==> src/hw/rtl/lrbs_pkg.sv <==
// Shared types, register indexes and reset values for the link reconnect supervisor.
`default_nettype none

package lrbs_pkg;

	// Item operation codes
	typedef enum logic [1:0] {
		OP_POLL  = 2'd0,
		OP_UP    = 2'd1,
		OP_DOWN  = 2'd2,
		OP_START = 2'd3
	} op_t;

	// Configuration register indexes
	typedef enum logic [1:0] {
		REG_BASE_BACKOFF  = 2'd0,
		REG_MAX_BACKOFF   = 2'd1,
		REG_RESET_AFTER   = 2'd2,
		REG_RESTART_AFTER = 2'd3
	} reg_idx_t;

	localparam logic [15:0] BASE_BACKOFF_RST  = 16'd5000;
	localparam logic [31:0] MAX_BACKOFF_RST   = 32'd60000;
	localparam logic [31:0] RESET_AFTER_RST   = 32'd300000;
	localparam logic [31:0] RESTART_AFTER_RST = 32'd900000;

	typedef struct packed {
		logic [15:0] base_backoff_ms;
		logic [31:0] max_backoff_ms;
		logic [31:0] reset_after_ms;
		logic [31:0] restart_after_ms;
	} cfg_t;

	typedef struct packed {
		op_t         operation;
		logic [31:0] now_ms;
		logic        link_up;
		logic [7:0]  disconnect_reason;
	} item_t;

	typedef struct packed {
		logic        connected;
		logic        reconnect_request;
		logic        driver_reset_request;
		logic        restart_request;
		logic [31:0] attempt_total;
		logic [31:0] reset_total;
		logic [7:0]  last_reason;
		logic [31:0] offline_ms;
	} result_t;

endpackage

`default_nettype wire

==> src/hw/rtl/lrbs_cfg_regs.sv <==
// Configuration register file for the link reconnect supervisor.
`default_nettype none

module lrbs_cfg_regs (
	input  wire logic                clk,
	input  wire logic                arst_n,
	input  wire logic                cfg_valid,
	output logic                     cfg_ready,
	input  wire logic [1:0]          cfg_index,
	input  wire logic [31:0]         cfg_data,
	output lrbs_pkg::cfg_t           cfg
);

	lrbs_pkg::cfg_t cfg_q;

	// Always able to take a write
	assign cfg_ready = 1'b1;
	assign cfg       = cfg_q;

	// Update the addressed register on each transfer
	always_ff @(posedge clk or negedge arst_n) begin
		if (!arst_n) begin
			cfg_q.base_backoff_ms  <= lrbs_pkg::BASE_BACKOFF_RST;
			cfg_q.max_backoff_ms   <= lrbs_pkg::MAX_BACKOFF_RST;
			cfg_q.reset_after_ms   <= lrbs_pkg::RESET_AFTER_RST;
			cfg_q.restart_after_ms <= lrbs_pkg::RESTART_AFTER_RST;
		end else if (cfg_valid) begin
			unique case (lrbs_pkg::reg_idx_t'(cfg_index))
				lrbs_pkg::REG_BASE_BACKOFF:  cfg_q.base_backoff_ms  <= cfg_data[15:0];
				lrbs_pkg::REG_MAX_BACKOFF:   cfg_q.max_backoff_ms   <= cfg_data;
				lrbs_pkg::REG_RESET_AFTER:   cfg_q.reset_after_ms   <= cfg_data;
				lrbs_pkg::REG_RESTART_AFTER: cfg_q.restart_after_ms <= cfg_data;
				default: ;
			endcase
		end
	end

endmodule

`default_nettype wire

==> src/hw/rtl/lrbs_engine.sv <==
// Supervisor state registers and the per-item next-state and result logic.
`default_nettype none

module lrbs_engine (
	input  wire logic                clk,
	input  wire logic                arst_n,
	input  wire lrbs_pkg::cfg_t      cfg,
	input  wire lrbs_pkg::item_t     item,
	input  wire logic                fire,
	output lrbs_pkg::result_t        result
);

	logic        started_q,   started_d;
	logic [31:0] down_since_q, down_since_d;
	logic [31:0] next_at_q,   next_at_d;
	logic [31:0] delay_q,     delay_d;
	logic [31:0] attempts_q,  attempts_d;
	logic [31:0] resets_q,    resets_d;
	logic [31:0] last_reset_q, last_reset_d;
	logic [7:0]  reason_q,    reason_d;

	logic [31:0] base_ext;
	logic [31:0] ds_poll;
	logic [31:0] next_poll;
	logic [31:0] off_poll;
	logic [31:0] since_reset;
	logic [31:0] until_due;
	logic [32:0] delay_dbl;
	logic        reset_ok;
	logic        due;
	logic        req_conn, req_reset, req_restart;

	assign base_ext = {16'd0, cfg.base_backoff_ms};

	// Poll view of the state once a fresh outage has been recorded
	assign ds_poll     = (down_since_q == 32'd0) ? item.now_ms : down_since_q;
	assign next_poll   = (down_since_q == 32'd0) ? item.now_ms : next_at_q;
	assign off_poll    = (ds_poll == 32'd0) ? 32'd0 : item.now_ms - ds_poll;
	assign since_reset = item.now_ms - last_reset_q;
	assign until_due   = item.now_ms - next_poll;
	assign delay_dbl   = {delay_q, 1'b0};
	assign reset_ok    = (off_poll >= cfg.reset_after_ms) &&
		((last_reset_q == 32'd0) || (since_reset >= cfg.reset_after_ms));
	assign due         = !until_due[31];

	// Work out the next state and the request flags
	always_comb begin
		started_d    = started_q;
		down_since_d = down_since_q;
		next_at_d    = next_at_q;
		delay_d      = delay_q;
		attempts_d   = attempts_q;
		resets_d     = resets_q;
		last_reset_d = last_reset_q;
		reason_d     = reason_q;
		req_conn     = 1'b0;
		req_reset    = 1'b0;
		req_restart  = 1'b0;
		unique case (item.operation)
			lrbs_pkg::OP_START: begin
				started_d = 1'b1;
				if (!item.link_up) begin
					down_since_d = item.now_ms;
					next_at_d    = item.now_ms + base_ext;
				end
				delay_d  = base_ext;
				req_conn = 1'b1;
			end
			lrbs_pkg::OP_UP: begin
				if (started_q) begin
					down_since_d = 32'd0;
					delay_d      = base_ext;
				end
			end
			lrbs_pkg::OP_DOWN: begin
				if (started_q) begin
					reason_d  = item.disconnect_reason;
					down_since_d = ds_poll;
					next_at_d = item.now_ms;
				end
			end
			lrbs_pkg::OP_POLL: begin
				if (started_q) begin
					if (item.link_up) begin
						if (down_since_q != 32'd0) begin
							down_since_d = 32'd0;
							delay_d      = base_ext;
						end
					end else begin
						down_since_d = ds_poll;
						next_at_d    = next_poll;
						if (off_poll >= cfg.restart_after_ms) begin
							req_restart = 1'b1;
						end else begin
							if (reset_ok) begin
								resets_d     = resets_q + 32'd1;
								last_reset_d = item.now_ms;
								req_reset    = 1'b1;
							end
							if (due) begin
								attempts_d = attempts_q + 32'd1;
								next_at_d  = item.now_ms + delay_q;
								delay_d    = (delay_dbl > {1'b0, cfg.max_backoff_ms}) ?
									cfg.max_backoff_ms : delay_dbl[31:0];
								req_conn   = 1'b1;
							end
						end
					end
				end
			end
			default: ;
		endcase
	end

	// Build the result from the updated state
	always_comb begin
		result.connected            = item.link_up;
		result.reconnect_request    = req_conn;
		result.driver_reset_request = req_reset;
		result.restart_request      = req_restart;
		result.attempt_total        = attempts_d;
		result.reset_total          = resets_d;
		result.last_reason          = reason_d;
		result.offline_ms = (item.link_up || (down_since_d == 32'd0)) ? 32'd0 :
			item.now_ms - down_since_d;
	end

	// Commit the state when the item moves to the result register
	always_ff @(posedge clk or negedge arst_n) begin
		if (!arst_n) begin
			started_q    <= 1'b0;
			down_since_q <= 32'd0;
			next_at_q    <= 32'd0;
			delay_q      <= {16'd0, lrbs_pkg::BASE_BACKOFF_RST};
			attempts_q   <= 32'd0;
			resets_q     <= 32'd0;
			last_reset_q <= 32'd0;
			reason_q     <= 8'd0;
		end else if (fire) begin
			started_q    <= started_d;
			down_since_q <= down_since_d;
			next_at_q    <= next_at_d;
			delay_q      <= delay_d;
			attempts_q   <= attempts_d;
			resets_q     <= resets_d;
			last_reset_q <= last_reset_d;
			reason_q     <= reason_d;
		end
	end

endmodule

`default_nettype wire

==> src/hw/rtl/link_reconnect_backoff_supervisor_core.sv <==
// Top level of the link reconnect supervisor with input and result registers.
//
// Use: each slave-side transfer carries one timestamped item (poll, link-up
// event, link-down event or start) and yields exactly one master-side
// transfer with the request flags, the attempt and reset counters, the last
// disconnect reason and the current offline time.
// The config channel writes the four limit registers by index; it is always
// ready and must only be used while no item is in flight.
// Path: an accepted item passes the input register, then the result register,
// before its result is offered on the master side.
// Throughput: one item per cycle while m_tready stays high. The state update is a
// single pass of subtract/compare logic between the input register and the result
// register, so the next item sees the state that the last item committed.
// Stall: while the result register holds an untaken result, one more item
// waits in the input register; s_tready drops only when both are full.
// Reset: arst_n empties both registers, clears the supervisor state (not started,
// link up, counters zero, delay at its default) and restores the config
// registers to their default limits.
`default_nettype none

module link_reconnect_backoff_supervisor_core (
	input  wire logic          clk,
	input  wire logic          arst_n,
	input  wire logic          s_tvalid,
	output logic               s_tready,
	input  wire logic [47:0]   s_tdata,   // now_ms, link_up, disconnect_reason, zero pad
	input  wire logic [1:0]    s_tuser,   // operation
	output logic               m_tvalid,
	input  wire logic          m_tready,
	output logic [111:0]       m_tdata,   // connected, reconnect_request,
	                                      // driver_reset_request, restart_request,
	                                      // attempt_total, reset_total, last_reason,
	                                      // offline_ms, zero pad
	input  wire logic          cfg_valid,
	output logic               cfg_ready,
	input  wire logic [1:0]    cfg_index,
	input  wire logic [31:0]   cfg_data
);

	lrbs_pkg::cfg_t    cfg;
	lrbs_pkg::item_t   item_s1;
	lrbs_pkg::result_t result;
	lrbs_pkg::result_t result_q;
	logic              valid_s1;
	logic              advance;

	assign advance  = valid_s1 && (!m_tvalid || m_tready);
	assign s_tready = !valid_s1 || advance;

	lrbs_cfg_regs u_cfg (
		.clk       (clk),
		.arst_n    (arst_n),
		.cfg_valid (cfg_valid),
		.cfg_ready (cfg_ready),
		.cfg_index (cfg_index),
		.cfg_data  (cfg_data),
		.cfg       (cfg)
	);

	// Hold the accepted item
	always_ff @(posedge clk or negedge arst_n) begin
		if (!arst_n) begin
			valid_s1 <= 1'b0;
		end else if (s_tready) begin
			valid_s1 <= s_tvalid;
		end
	end

	always_ff @(posedge clk) begin
		if (s_tvalid && s_tready) begin
			item_s1.operation         <= lrbs_pkg::op_t'(s_tuser);
			item_s1.now_ms            <= s_tdata[31:0];
			item_s1.link_up           <= s_tdata[32];
			item_s1.disconnect_reason <= s_tdata[40:33];
		end
	end

	lrbs_engine u_engine (
		.clk    (clk),
		.arst_n (arst_n),
		.cfg    (cfg),
		.item   (item_s1),
		.fire   (advance),
		.result (result)
	);

	// Hold the result until the downstream transfer
	always_ff @(posedge clk or negedge arst_n) begin
		if (!arst_n) begin
			m_tvalid <= 1'b0;
		end else if (advance) begin
			m_tvalid <= 1'b1;
		end else if (m_tready) begin
			m_tvalid <= 1'b0;
		end
	end

	always_ff @(posedge clk) begin
		if (advance) begin
			result_q <= result;
		end
	end

	assign m_tdata = {4'd0,
		result_q.offline_ms,
		result_q.last_reason,
		result_q.reset_total,
		result_q.attempt_total,
		result_q.restart_request,
		result_q.driver_reset_request,
		result_q.reconnect_request,
		result_q.connected};

endmodule

`default_nettype wire

==> config.mk <==
export PLATFORM = sky130hd
export DESIGN_NAME = link_reconnect_backoff_supervisor_core
export DESIGN_NICKNAME = d
export VERILOG_FILES = /design/src/hw/rtl/lrbs_pkg.sv /design/src/hw/rtl/lrbs_cfg_regs.sv /design/src/hw/rtl/lrbs_engine.sv /design/src/hw/rtl/link_reconnect_backoff_supervisor_core.sv
export SDC_FILE = /design/constraint.sdc
export NUM_CORES = 1
export LEC_CHECK = 0
export BUFFER_PORTS_ARGS = -buffer_cell sky130_fd_sc_hd__buf_4
export CELL_PAD_IN_SITES_DETAIL_PLACEMENT = 2
export CELL_PAD_IN_SITES_GLOBAL_PLACEMENT = 2
export CORE_MARGIN = 3
export CORE_UTILIZATION = 43
export DETAILED_ROUTE_END_ITERATION = 16
export PLACE_DENSITY = 0.92
export SETUP_SLACK_MARGIN = 0.2
export SLEW_MARGIN = 20
export SYNTH_ARGS = -nofsm -noshare
export SYNTH_HDL_FRONTEND = slang
export SYNTH_SLANG_ARGS = --single-unit
==> constraint.sdc <==
create_clock -name clk -period 13.55 [get_ports clk]
set_clock_uncertainty 0.05 [all_clocks]
set_input_delay 1.355 -clock clk [delete_from_list [all_inputs] [get_ports clk]]
set_output_delay 1.355 -clock clk [all_outputs]
set_load 0.01 [all_outputs]
==> summary.md, run 1 <==
| Metric | Value |
|---|---|
| Critical Path RT | `14.04 ns` |
| Post-CTS sizing | `0` |
| First-pass GRT wire length | `between 200,000 and 250,000 µm` |
| Final Wtd Congestion | `between 0.8 and 0.9` |
| Final hold slack | `between 0.4 and 0.5 ns` |
| Die footprint | `76,870 µm²` |
| Worst r2r path cells | `33` |
| Startpoint Class | `register` |
| # setup viols final | `0` |
| Final Cycle Share | `between 80% and 90%` |
| TNS Setup | `0 ns` |
| Number of H-tree levels | `2` |
| Die width | `between 200 and 300 µm` |
| Max_cap viols | `0` |
| CTS buffer count | `58` |
| Class of the most critical setup path | `register to register` |
| Routed vias/inst | `about 7` |
| Grt ovf | `0` |
| Peak VDD IR | `between 0.0001 and 0.00015 V` |
| Critical Path AT | `about 11 ns` |
| Worst hold stages | `2` |
| TritonRoute pass-1 iters | `6` |
| Final ANT Viol Nets | `0` |
| # DRC | `0` |
| Nets | `3,844` |
| Die Y | `about 280 µm` |
| Sw Share | `a little over two fifths` |
| DR top layer | `met5` |
| Root buffer cell | `clkbuf_16` |
| Synthesized area per cell | `9.652 µm²` |
| Worst Hold Path EP | `u_engine.reason_q[4]` |
| Netlist cell types | `80` |
| FF-to-FF setup slack | `approximately 2.6 ns` |
| Worst r2r dst | `u_engine.delay_q[30]` |
| Routed WL | `153,700 µm` |
| Psw | `slightly below 0.003 W` |
| Largest net degree at the start of global routing | `81` |
| Area of the mapped netlist | `31,640 µm²` |
| Row cnt | `98` |
| Final HPWL DP | `95,800 µm` |
| Pint | `about 0.0038 W` |
| Cell mode on critical path | `buf_4` |
| Post-synthesis compound-gate area fraction | `15.15%` |
| Post-Synth Adder-Cell Area | `about an eighth` |
| Most used DFF post-synth | `dfrtp_1` |
| Vias in the first global route | `34,360` |
| Min-delay src | `u_engine.reason_q[4]` |
| Top cell type by total area after synthesis | `dfrtp_1` |
| Register area share after synthesis | `approximately two fifths` |
| Top cell type's share of synthesized area | `between 20 and 25%` |
| Synth area leaders | `dfrtp_1 22%, edfxtp_1 14%, ha_1 12%` |
| Minimum clock period | `10.91 ns` |
| Tightest Pin Transition | `approximately 1.2 ns` |
| Worst Path Max Fanout | `42` |
| CTS clk-pin slew, worst paths | `about 0.060 ns` |
| TritonCTS clock tree | `done` |
| Met3 WL | `10,610 µm` |
| Logic pwr share | `45.6%` |
| Core Box Area | `72,220 µm²` |
| Cells after Synth | `about 3,300` |
| EDFF count, synth | `around 150` |
| XOR/XNOR Fraction of Synth Area | `~7%` |
| Seq cells post-synth | `466` |
| Met2 WL | `between 70,000 and 80,000 µm` |
| Hold buffers post-CTS | `0` |
| Final hold violation count | `0` |
| Total leakage power | `16.38 nW` |
| Outcome | `complete, no violations` |
| F_max | `approximately 90 MHz` |
| Vias | `30,300` |
| Worst Setup End Kind | `register` |
| Initial antenna violation count | `6` |
| Share of layout cells above drive strength 1 | `16.55%` |
| Post-CTS Setup Inserts | `0` |
| Most instantiated cells after synthesis | `296 x ha_1, 279 x dfrtp_1, 260 x nand2_1` |
| Critical R2R Launch | `u_engine.down_since_q[24]` |
| Simple-Gate Fraction of Synth Area | `around 15%` |
| CTS sink count | `around 470` |
| Fin. max-slew vios | `0` |
| Fillers | `roughly 7,400` |
| Worst skew pair latency | `just under 0.7 ns` |
| RSZ-0062 raised after global routing | `no` |
| Power Density | `about 190 nW/µm²` |
| Area Growth Syn to Fin | `14.63%` |
| Initial DRC Count | `3,109` |
| Met1 Wirelength | `around 55,000 µm` |
| IO Port Bufs | `about 190` |
| Largest family of logic cells by synthesized area | `compound AO/OA/AOI/OAI gates` |
| Slew headroom | `between 20% and 30%` |
| Max incr delay on CP | `0.63 ns` |
| Total track usage | `roughly two fifths` |
| Post-synthesis mux area share | `7.656%` |
| Routed WL per cell | `about 34 µm` |
| Ys Warns | `0` |
| Worst Hold Class | `register to register` |
| Flop pwr share | `roughly 29%` |
| I/O pin count | `a little over 200` |
| Most common cell in the netlist | `ha_1` |
| Clock group share of total power | `25.2%` |
| Async SR Flop Fraction | `about two thirds` |
| CTS max path bufs | `3` |
| Slowest-stage cell, CP | `or3_1` |
| Initial Utilization | `between 40 and 50%` |
## cell type report
class / count / area [µm²] / share of cell area, %
repair buffers: 250 / 1908 / 5.261
multi-input cells: 2494 / 18000 / 49.64
well taps: 950 / 1189 / 3.278
clock inverters: 22 / 291.5 / 0.8039
diodes: 2 / 5.005 / 0.01380
flip-flops and latches: 466 / 12460 / 34.36
clock buffers: 88 / 1714 / 4.727
inverters: 184 / 693.2 / 1.911
## power by group through the flow
stage	combinational (W)	clock, W	sequential, W
floorplan	0.00176	0	0.00188
global placement	0.00245	0	0.00191
detailed placement	0.00273	0	0.00195
CTS	0.00297	0.00170	0.00195
global route	0.00324	0.00176	0.00197
finish	0.00307	0.00170	0.00196
## worst max-delay path, delay by kind of cell (launching register included)
family	cells	cell delay (ns)
compound gates	13	3.92
simple gates	12	3.47
buf+inv	5	1.73
fa+ha+maj	2	0.58
mux	1	0.53
flops	1	0.44
## flip-flops by register name (all words and copies together) (netlist names)
name and cells:
u_engine.resets_q 32, u_engine.reason_q 8, u_engine.down_since_q 32, m_tvalid 1
u_engine.attempts_q 32, u_engine.delay_q 32, u_engine.started_q 1, u_cfg.cfg 112
u_engine.next_at_q 32, u_engine.last_reset_q 32, valid_s1 1, item_s1 43
m_tdata 108
## cells in the final DEF (no fill, tap or decap), types with 58 or more instances in the layout
cell	instances
nand4_1	67
clkbuf_16	58
a21oi_1	210
dfrtp_1	279
mux2i_1	71
ha_1	295
a21o_1	101
nor2_1	236
nand3_1	109
o21ai_0	184
mux2_2	152
xnor2_1	194
edfxtp_1	151
nand2_1	259
inv_1	182
buf_4	247
## stage by stage
step	power [W]	util, %	worst slack [ns]	cells	cell area [µm²]
after CTS	0.006615	50.14	2.722	4453	36210
final	0.006733	50.21	2.644	4456	36270
after floorplan	0.003643	-	6.364	3281	31650
after global routing	0.006983	50.21	2.502	4455	36260
after detailed placement	0.004679	47.36	3.260	4343	34200
after global placement	0.004362	47.36	4.008	4343	34200
## cell families after synthesis
| kind of cell | after synthesis |
|---|---|
| buf+inv | 321 |
| mux | 223 |
| xor+xnor | 251 |
| other cells | 2 |
| flops | 466 |
| simple gates | 961 |
| compound gates | 753 |
| fa+ha+maj | 301 |
## worst max-delay path by stage
| stage | startpoint | cells past startpoint | slack, ns | end |
|---|---|---|---|---|
| 2_1_floorplan | u_engine.down_since_q[25] | 35 | 6.36 | m_tdata[32] |
| 3_5_place_dp | u_engine.down_since_q[25] | 35 | 3.26 | u_engine.delay_q[22] |
| 6_report | u_engine.down_since_q[24] | 33 | 2.64 | u_engine.delay_q[30] |
| 4_1_cts | u_engine.down_since_q[24] | 33 | 2.72 | u_engine.delay_q[30] |
| 5_1_grt | u_engine.down_since_q[25] | 33 | 2.50 | u_engine.delay_q[30] |
| 3_3_place_gp | u_engine.down_since_q[25] | 33 | 4.01 | u_engine.delay_q[26] |
## layer usage
| layer | track usage (%) | vias up |
|---|---|---|
| li1 | - | 12220 |
| met1 | 43.34 | 15410 |
| met2 | 66.15 | 1854 |
| met3 | 7.802 | 807 |
| met4 | 28.60 | 8 |
| met5 | 0 | - |
Power figures use the tool's default switching activity.
==> inputs of run 2 (changes only) <==
- ABC_AREA: unset -> 1
- CORE_UTILIZATION: 43 -> 33
- PLACE_DENSITY: 0.92 -> 0.82
- clock period: 13.55 -> 9.8 ns (I/O delays scaled with it)
==> summary.md, run 2 <==
| Metric | Value |
|---|---|
| Critical Path RT | `10.31 ns (was 14.04 ns)` |
| Die width | `320.3 µm (was 277.3 µm)` |
| Largest net degree at the start of global routing | `95 (was 81)` |
| Seq cells post-synth | `466 (unchanged)` |
| Startpoint Class | `register (unchanged)` |
| Worst Hold Class | `input port to asynchronous set/reset pin (was register to register)` |
| Async SR Flop Fraction | `67.60% (unchanged)` |
| CTS max path bufs | `3 (unchanged)` |
| Final ANT Viol Nets | `0 (unchanged)` |
| Fin. max-slew vios | `0 (unchanged)` |
| Cells after Synth | `4,310 (was 3,278)` |
| Class of the most critical setup path | `register to register (unchanged)` |
| F_max | `131.5 MHz (was 91.69 MHz)` |
| TNS Setup | `0 ns (unchanged)` |
| Ys Warns | `0 (unchanged)` |
| Register area share after synthesis | `38.23% (was 39.39%)` |
| Initial DRC Count | `1,936 (was 3,109)` |
| Most common cell in the netlist | `nand2_1 (was ha_1)` |
| Top cell type by total area after synthesis | `dfrtp_1 (unchanged)` |
| Top cell type's share of synthesized area | `21.42% (was 22.07%)` |
| Row cnt | `114 (was 98)` |
| Slowest-stage cell, CP | `edfxtp_1 (was or3_1)` |
| Most common cell after layout, fill and taps aside | `nand2_1 (was ha_1)` |
| Core Box Area | `97,280 µm² (was 72,220 µm²)` |
| CTS sink count | `466 (unchanged)` |
| Synthesized area per cell | `7.563 µm² (was 9.652 µm²)` |
| Post-CTS Setup Inserts | `0 (unchanged)` |
| Final hold slack | `0.3058 ns (was 0.4439 ns)` |
| Final Non-Filler Cells | `5,816 (was 4,456)` |
| Die Y | `320.3 µm (was 277.3 µm)` |
| Fillers | `11,320 (was 7,398)` |
| First-pass GRT wire length | `205,000 µm (was 229,300 µm)` |
| Area Growth Syn to Fin | `15.56% (was 14.63%)` |
| Routed vias/inst | `5.459 (was 6.800)` |
| Vias | `31,750 (was 30,300)` |
| Most used DFF post-synth | `dfrtp_1 (unchanged)` |
| Synth area leaders | `dfrtp_1 21%, edfxtp_1 14%, nand2_1 12% (was dfrtp_1 22%, edfxtp_1 14%, ha_1 12%)` |
| Final Wtd Congestion | `0.8859 (was 0.8629)` |
| Tightest Pin Transition | `1.064 ns (was 1.193 ns)` |
| Slew headroom | `28.61% (was 20.45%)` |
| Worst skew pair latency | `0.67 ns (was 0.69 ns)` |
| Post-CTS sizing | `0 (unchanged)` |
| Root buffer cell | `clkbuf_16 (unchanged)` |
| RSZ-0062 raised after global routing | `no (unchanged)` |
| TritonRoute pass-1 iters | `5 (was 6)` |
| Max FFs per register | `112 (unchanged)` |
| Final core utilization | `38.72% (was 50.21%)` |
| Power Density | `276.8 nW/µm² (was 185.7 nW/µm²)` |
| # DRC | `0 (unchanged)` |
| Dpl cells | `5,703 (was 4,343)` |
| Grt ovf | `0 (unchanged)` |
| Share of layout cells above drive strength 1 | `9.742% (was 16.55%)` |
| Number of H-tree levels | `2 (unchanged)` |
| Nets | `4,877 (was 3,844)` |
| Hold buffers post-CTS | `0 (unchanged)` |
| Initial Utilization | `33.51% (was 43.81%)` |
| EDFF count, synth | `151 (unchanged)` |
| IO Port Bufs | `191 (unchanged)` |
| Routed WL | `131,100 µm (was 153,700 µm)` |
| Area of the mapped netlist | `32,600 µm² (was 31,640 µm²)` |
| Netlist cell types | `61 (was 80)` |
| Final hold violation count | `0 (unchanged)` |
| Max_cap viols | `0 (unchanged)` |
| Initial antenna violation count | `4 (was 6)` |
| Max incr delay on CP | `0.54 ns (was 0.63 ns)` |
| # setup viols final | `0 (unchanged)` |
| Final HPWL DP | `97,250 µm (was 95,800 µm)` |
| Total track usage | `25.30% (was 38.95%)` |
| Fin area | `37,670 µm² (was 36,270 µm²)` |
| CTS buffer count | `58 (unchanged)` |
| Final Cycle Share | `77.59% (was 80.49%)` |
| DP Area | `35,640 µm² (was 34,200 µm²)` |
| Worst r2r path cells | `32 (was 33)` |
| Commonest cells after routing, fill and taps aside | `1,043 x nand2_1, 511 x inv_1, 447 x o21ai_0 (was 295 x ha_1, 279 x dfrtp_1, 259 x nand2_1)` |
| Routed WL per cell | `22.55 µm (was 34.50 µm)` |
| Outcome | `complete, no violations (unchanged)` |
| Minimum clock period | `7.604 ns (was 10.91 ns)` |
| Worst Path Max Fanout | `64 (was 42)` |
| Peak VDD IR | `0.0001514 V (was 0.0001472 V)` |
| Vias in the first global route | `34,700 (was 34,360)` |
| Die footprint | `102,600 µm² (was 76,870 µm²)` |
| I/O pin count | `204 (unchanged)` |
| Critical Path AT | `8.12 ns (was 11.39 ns)` |
| Total leakage power | `17.50 nW (was 16.38 nW)` |
| Worst Setup End Kind | `register (unchanged)` |
| TritonCTS clock tree | `done (unchanged)` |
| CTS clk-pin slew, worst paths | `0.06 ns (about the same)` |
| Most instantiated cells after synthesis | `1,046 x nand2_1, 513 x inv_1, 448 x o21ai_0 (was 296 x ha_1, 279 x dfrtp_1, 260 x nand2_1)` |
-- run 2: cell count changes after synthesis, sizes merged, moves of 39 or more --
cell / before / now
a21o: 101 / 5
nand3: 110 / 177
inv: 183 / 526
nand2: 260 / 1048
nand2b: 39 / 0
a21oi: 210 / 394
mux2: 152 / 0
nor2b: 45 / 0
xnor2: 194 / 30
and3: 43 / 3
o21ai: 186 / 502
mux2i: 71 / 0
-- run 2: area by class of cell --
class                           count  area [µm²]  share of cell area [%]
Antenna cell                        3       7.507                 0.01993
Clock buffer                       73        1558                   4.136
Clock inverter                     37       456.7                   1.212
Inverter                          532        2004                   5.321
Multi-Input combinational cell   3165       17540                   46.57
Sequential cell                   466       12460                   33.08
Tap cell                         1276        1597                   4.238
Timing Repair Buffer              264        2039                   5.414
-- run 2: final timing paths --
path                                    start                         to  slack (ns)
worst max-delay path               item_s1[9]  u_engine.last_reset_q[13]        2.20
worst min-delay path                   arst_n              u_cfg.cfg[28]        0.31
worst max register to register     item_s1[9]  u_engine.last_reset_q[13]        2.20
worst min register to register  u_cfg.cfg[36]              u_cfg.cfg[36]        0.43
max in group asynchronous              arst_n   u_engine.last_reset_q[0]        7.27
min in group clk                  s_tdata[31]                item_s1[40]        0.43
-- run 2: cell families after synthesis --
family	Yosys count	synth area share, %
other cells	2	0.02304
flops	466	38.23
fa+ha+maj	301	11.67
compound gates	1041	17.20
xor+xnor	103	2.768
buf+inv	682	8.088
simple gates	1715	22.02
-- run 2: metal layers --
layer,global-route usage [%],share of wire (%)
met5,0,0
met4,8.024,3.4
met3,2.600,3.6
met2,42.47,47
met1,34.30,46
-- run 2: critical path: cells and delay by family (launching register included) --
family | cells | cell delay, ns
compound gates | 11 | 2.97
fa+ha+maj | 3 | 0.96
buf+inv | 4 | 0.94
simple gates | 13 | 1.74
flops | 1 | 0.54
xor+xnor | 1 | 0.25
-- run 2: metrics by stage --
step	power, W	setup slack [ns]
final	0.01043	2.196
after global routing	0.01126	1.569
after CTS	0.01045	2.138
after detailed placement	0.008003	2.148
after global placement	0.007688	2.386
after floorplan	0.006084	4.552
-- run 2: power by group --
part           switching, W  internal (W)
combinational       0.00353       0.00176
sequential         0.000342       0.00247
clock              0.000961       0.00136
total               0.00483       0.00559
